`config.mk`:
```
export PLATFORM = sky130hd
export DESIGN_NAME = mofb_ctrl
export DESIGN_NICKNAME = d
export VERILOG_FILES = /design/src/sv/mofb_pkg.sv /design/src/sv/mofb_ctrl.sv
export SDC_FILE = /design/constraint.sdc
export NUM_CORES = 1
export LEC_CHECK = 0
export BUFFER_PORTS_ARGS = -buffer_cell sky130_fd_sc_hd__buf_2
export CORE_AREA = 2 2 39 41
export CTS_CLUSTER_DIAMETER = 150
export DETAILED_ROUTE_END_ITERATION = 12
export DIE_AREA = 0 0 41 43
export GPL_ROUTABILITY_DRIVEN = 1
export GPL_TIMING_DRIVEN = 0
export HOLD_SLACK_MARGIN = 0.03
export PLACE_DENSITY_LB_ADDON = 0.12
export SLEW_MARGIN = 20
export SYNTH_ARGS = -nofsm -noshare
export SYNTH_HDL_FRONTEND = slang
export SYNTH_SLANG_ARGS = --single-unit
```
`constraint.sdc`:
```
create_clock -name clk -period 1.6 [get_ports clk]
set_input_delay 0.24 -clock clk [delete_from_list [all_inputs] [get_ports clk]]
set_output_delay 0.24 -clock clk [all_outputs]
set_load 0.05 [all_outputs]
```
`src/sv/mofb_pkg.sv`:
```
// Shared types and constants of the monochrome OLED frame buffer.
`default_nettype none

package mofb_pkg;

    localparam int COLUMNS     = 128;
    localparam int PAGES       = 8;
    localparam int ROWS        = PAGES * 8;
    localparam int STORE_DEPTH = COLUMNS * PAGES;
    localparam int ADDR_W      = $clog2(STORE_DEPTH);
    localparam int CMD_BYTES   = 3;

    localparam logic [7:0] CMD_PAGE_BASE = 8'hB0;
    localparam logic [7:0] CMD_COL_LO    = 8'h00;
    localparam logic [7:0] CMD_COL_HI    = 8'h10;
    localparam logic [7:0] LAST_COLUMN   = 8'(COLUMNS - 1);
    localparam logic [7:0] LAST_ROW      = 8'(ROWS - 1);

    typedef enum logic [1:0] {
        OP_FILL    = 2'd0,
        OP_CLEAR   = 2'd1,
        OP_REFRESH = 2'd2
    } mofb_op_t;

    typedef enum logic [1:0] {
        ST_CLEAR,
        ST_IDLE,
        ST_FILL,
        ST_DRAIN
    } mofb_state_t;

    typedef struct packed {
        logic refresh_go;
        logic fill_load;
        logic fill_step;
        logic clr_step;
    } mofb_cmd_t;

    typedef struct packed {
        logic credit_ok;
        logic fill_empty;
        logic fill_last;
        logic clr_last;
    } mofb_status_t;

endpackage

`default_nettype wire

```
`src/sv/mofb_ctrl.sv`:
```
// Controller state machine of the monochrome OLED frame buffer.
`default_nettype none

module mofb_ctrl (
    input  wire logic                  clk,
    input  wire logic                  rst_n,
    input  wire logic                  in_valid,
    output logic                       in_stall,
    input  wire logic [1:0]            operation,
    input  wire mofb_pkg::mofb_status_t status,
    output mofb_pkg::mofb_cmd_t        cmd
);
    import mofb_pkg::*;

    mofb_state_t state_reg;
    mofb_state_t state_next;
    logic        accept;

    always_ff @(posedge clk or negedge rst_n)
    begin
        if (!rst_n)
        begin
            state_reg <= ST_CLEAR;
        end
        else
        begin
            state_reg <= state_next;
        end
    end

    assign accept = in_valid && !in_stall;

    always_comb
    begin
        state_next = state_reg;
        unique case (state_reg)
            ST_CLEAR:
            begin
                if (status.clr_last)
                begin
                    state_next = ST_IDLE;
                end
            end
            ST_IDLE:
            begin
                if (accept)
                begin
                    unique case (operation)
                        OP_FILL:
                        begin
                            if (!status.fill_empty)
                            begin
                                state_next = ST_FILL;
                            end
                        end
                        OP_CLEAR:   state_next = ST_CLEAR;
                        default:    state_next = ST_IDLE;
                    endcase
                end
            end
            ST_FILL:
            begin
                if (status.fill_last)
                begin
                    state_next = ST_DRAIN;
                end
            end
            ST_DRAIN:   state_next = ST_IDLE;
            default:    state_next = ST_IDLE;
        endcase
    end

    always_comb
    begin
        in_stall       = 1'b1;
        cmd.refresh_go = 1'b0;
        cmd.fill_load  = 1'b0;
        cmd.fill_step  = 1'b0;
        cmd.clr_step   = 1'b0;
        unique case (state_reg)
            ST_CLEAR:   cmd.clr_step = 1'b1;
            ST_IDLE:
            begin
                in_stall       = (operation == OP_REFRESH) && !status.credit_ok;
                cmd.refresh_go = in_valid && !in_stall && (operation == OP_REFRESH);
                cmd.fill_load  = in_valid && !in_stall && (operation == OP_FILL)
                                 && !status.fill_empty;
            end
            ST_FILL:    cmd.fill_step = 1'b1;
            ST_DRAIN:   in_stall = 1'b1;
            default:    in_stall = 1'b1;
        endcase
    end

endmodule

`default_nettype wire

```
=== Word-level counts from Yosys, hierarchy flattened ===
Index checks and enable logic that the tools add are counted.

* Register bits after elaboration: 2
* Input port bits: 9
* Output and inout bits: 5
* Logic and storage cells: 33

* Equal/unequal tests: 9
* Mux-type cells: 10
* Reductions and logical operators: 13

{| class="wikitable"
|+ Operators with widths
! operator !! number
|-
| $mux 2 || 5
|-
| $pmux 2 s4 || 1
|-
| $eq 2x2->1 const B || 3
|-
| $logic_and 1x1->1 || 6
|-
| $ne 2x2->1 const B || 3
|-
| $eq 2x1->1 const B || 2
|-
| $logic_not 1->1 || 4
|-
| $logic_not 2->1 || 2
|-
| $pmux 2 s2 || 1
|-
| $reduce_and 4->1 || 1
|-
| $mux 1 || 3
|-
| $ne 3x3->1 const B || 1
|}

=== Longest topological paths before layout ===
* Depth after elaboration: 7
* Mapped depth: 6

=== Worst setup path after synthesis ===
Ideal clock, no wire load.

* Path kind: register to output
* Start: register state_reg[1]
* End: output port cmd[2] in the netlist's numbering
* Data arrival time: 1941 ps
* Data required time: 1360 ps
* Setup slack: -581 ps
* Stages on the path, launching flop included: 7
* Path buffers: 0
* Cells stage by stage: dfrtp_1 -> inv_1 -> ha_1 -> inv_1 -> nor2_1 -> nand2_1 -> nor3_1

{| class="wikitable"
|+ RTL lines
! element !! line !! source
|-
| from (decl) || mofb_ctrl.sv:15 || <nowiki>mofb_state_t state_reg;</nowiki>
|-
| from (signal assigned) || mofb_ctrl.sv:27 || <nowiki>state_reg <= state_next;</nowiki>
|-
| to (decl) || mofb_ctrl.sv:11 || <nowiki>output mofb_pkg::mofb_cmd_t cmd</nowiki>
|}

==> flow_summary.toml <==
[layout]
final_cell_mix = "buf_2 (10), buf_4 (7), nand2_1 (4), inv_1 (4), clkbuf_4 (4)"
n_antenna_cell = 0
synthToLayoutAreaGrowth_pct = 105
fin_nets = 66
largest_register_ffs = 2
drive_gt1_share_pct = 61.5
final_common_cell = "buf_2"

[synthesis]
syn_avg_cell_area_sq_um = 7.60
yosys_warnings = 0
syn_area_sq_um = 213
syn_nets = 40
yosysTopAreaCell = "dfrtp_1"
synth_top_area_share_pct = 23.5
synth-seq-cells = 2
ys_seq_area_share_pct = 23.5
netlist_top_cells_area = "dfrtp_1 (24%), ha_1 (18%), mux2i_1 (14%)"
syn-instance-count = 28
synth_cell_type_count = 11

[sta]
min_period_ns = 1.57
setup_tns_ns = 0
fin_skew_ns = 0.00208
drv_slew = 0
min_period_over_period_pct = 98.2
clock.fmax_ghz = 0.636
final.hold.worst_slack_ns = 0.328
hold_viol = 0
max_slew_margin_pct = 80.3
rsz0062_at_grt = "true"
setup_viol = 0
tightest_slew_ns = 0.296

[worst_setup_path]
path_class = "reg -> out"
crit_path_end_kind = "output pin"
worstSetupStartpointType = "flop"
cp.required_ns = 1.36
cp_slowest_cell = "dfrtp_1"
cpPeakStageDelay_ns = 0.38
rrSetupSlack_ns = 0.07
crit_chain = "inv_2 -> ha_4 -> inv_4 -> nor2_4 -> nand2_2 -> nor3_2 -> buf_6"
cp_data_arrival_time_ns = 1.33
worstPathMaxFanout = 2

[drt]
detail-route-antenna-nets = 0
wire_per_inst_microns = 9.54
drc_errors = 0
drt_pass1_iterations = 1
viasPerCell = 3.96
drt_wl_total_microns = 649
num_vias = 269
drt_iter0_drc = 0

[global_routing]
overflow = 0
grt_pass1_wl_microns = 1040
grt_max_degree = 7
grt_usage_pct = 9.14
antenna_found_initial = 0
grt_pass1_vias = 279

[pwr]
p_total_mw = 0.698
powerDensity_mw_per_mm2 = 1600
pwr-share-seq_pct = 12.5
combPwrFrac_pct = 72.0
pwr-share-clk_pct = 15.6
p_switching_mw = 0.323
p_int_mw = 0.375
power_leakage_nw = 0.231
p_sw_share_pct = 46.3
vdd_drop_max_mv = 0.497

[clock_tree]
cts_tree = "yes"
cts_buffer_depth = 2
clkLatencyLatePin_ns = 0.22
htreeDepth = 1
clk_pin_slew_ns = 0.03
clkSinkCount = 2
cts_buffers = 3
clockRootBuffer = "clkbuf_4"

[floorplan]
ioPinCount = 14
fp.dieW_microns = 41
die_y_microns = 43
core.rowCount = 14
die-area_sq_mm = 0.00176
initial_core_util_pct = 15.4
core_sq_mm = 0.00138

[placement]
portBuffers = 13
place_hpwl_microns = 435
gp_congestion = 0.687

[worst_hold_path]
worstHoldPathType = "in -> async"

[outcome]
status = "complete, no violations"

[job]
maxCapViolCount = 0
[stage by stage]
stage	util [%]	std cells	instance area [sq um]	setup WS, ns
CTS	29.6	66	409	-0.0344
detailed placement	22.1	57	305	-0.0154
floorplan	-	28	220	-0.172
global placement	22.1	57	305	-0.0330
finish	31.6	68	437	0.0283
global route	31.6	68	437	-0.0473
[cell type report]
| cell class | count | area (sq um) |
|---|---|---|
| fill | 153 | 947 |
| multi-input combinational | 20 | 176 |
| timing repair buffer | 21 | 143 |
| sequential | 2 | 50.0 |
| inverter | 6 | 25.0 |
| clock buffer | 3 | 22.5 |
| tap | 16 | 20.0 |
[worst max-delay path: cells and delay by family (launching register included)]
family,cells,cell delay [ns]
DFF,1,0.38
buffers and inverters,3,0.31
and+or+nand+nor,3,0.29
adders and majority gates,1,0.14
[repair_timing]
action | 4_1_cts | 5_1_grt
setup endpoints to repair | 2 | 2
hold buffers | 1 | 0
buffers inserted | 5 | 2
resized for setup | 11 | 3
pin swaps | 4 | 6
hold endpoints to repair | 2 | 0
[cell usage after synthesis]
master	n
inv_1	6
nand2_1	5
ha_1	3
mux2i_1	3
nor2_1	3
dfrtp_1	2
nor3_1	2
a221oi_2	1
and3_1	1
o21ai_0	1
o22ai_1	1
[worst paths after layout]
| kind | from | to | depth (start not counted) |
|---|---|---|---|
| max in group asynchronous | rst_n | state_reg[1] | 2 |
| hold reg to reg | state_reg[0] | state_reg[0] | 2 |
| hold / removal | rst_n | state_reg[0] | 2 |
| setup reg to reg | state_reg[1] | state_reg[1] | 6 |
| min in group clk | status[0] | state_reg[0] | 4 |
| setup / recovery | state_reg[1] | cmd[2] | 7 |
[power by group through the flow]
stage / clock network (mW) / registers (mW) / logic [mW]
floorplan: 0 / 0.0772 / 0.280
global placement: 0 / 0.0801 / 0.350
detailed placement: 0 / 0.0797 / 0.348
CTS: 0.119 / 0.0850 / 0.460
global route: 0.118 / 0.0909 / 0.549
finish: 0.109 / 0.0870 / 0.502
[layer usage]
metal | part of all wire, % | up-vias | track usage [%] | routed length, microns
li1 | - | 140 | - | -
met1 | 35 | 123 | 8.68 | 229
met2 | 59 | 6 | 14.4 | 384
met3 | 5.4 | 0 | 3.14 | 35
met4 | 0 | 0 | 8.00 | 0
met5 | 0 | - | 0 | 0
[logic make-up (layout without fill, tap and decap cells)]
family | count (synthesis) | in the layout | share of synthesized area [%]
AO/OA/AOI/OAI | 3 | 3 | 12.4
buffers and inverters | 6 | 30 | 10.6
adder cells (fa/ha/maj) | 3 | 3 | 17.6
multiplexers | 3 | 3 | 14.1
AND/OR/NAND/NOR | 11 | 11 | 21.8
flip-flops | 2 | 2 | 23.5
No activity file was read; power rests on OpenSTA's default activity.
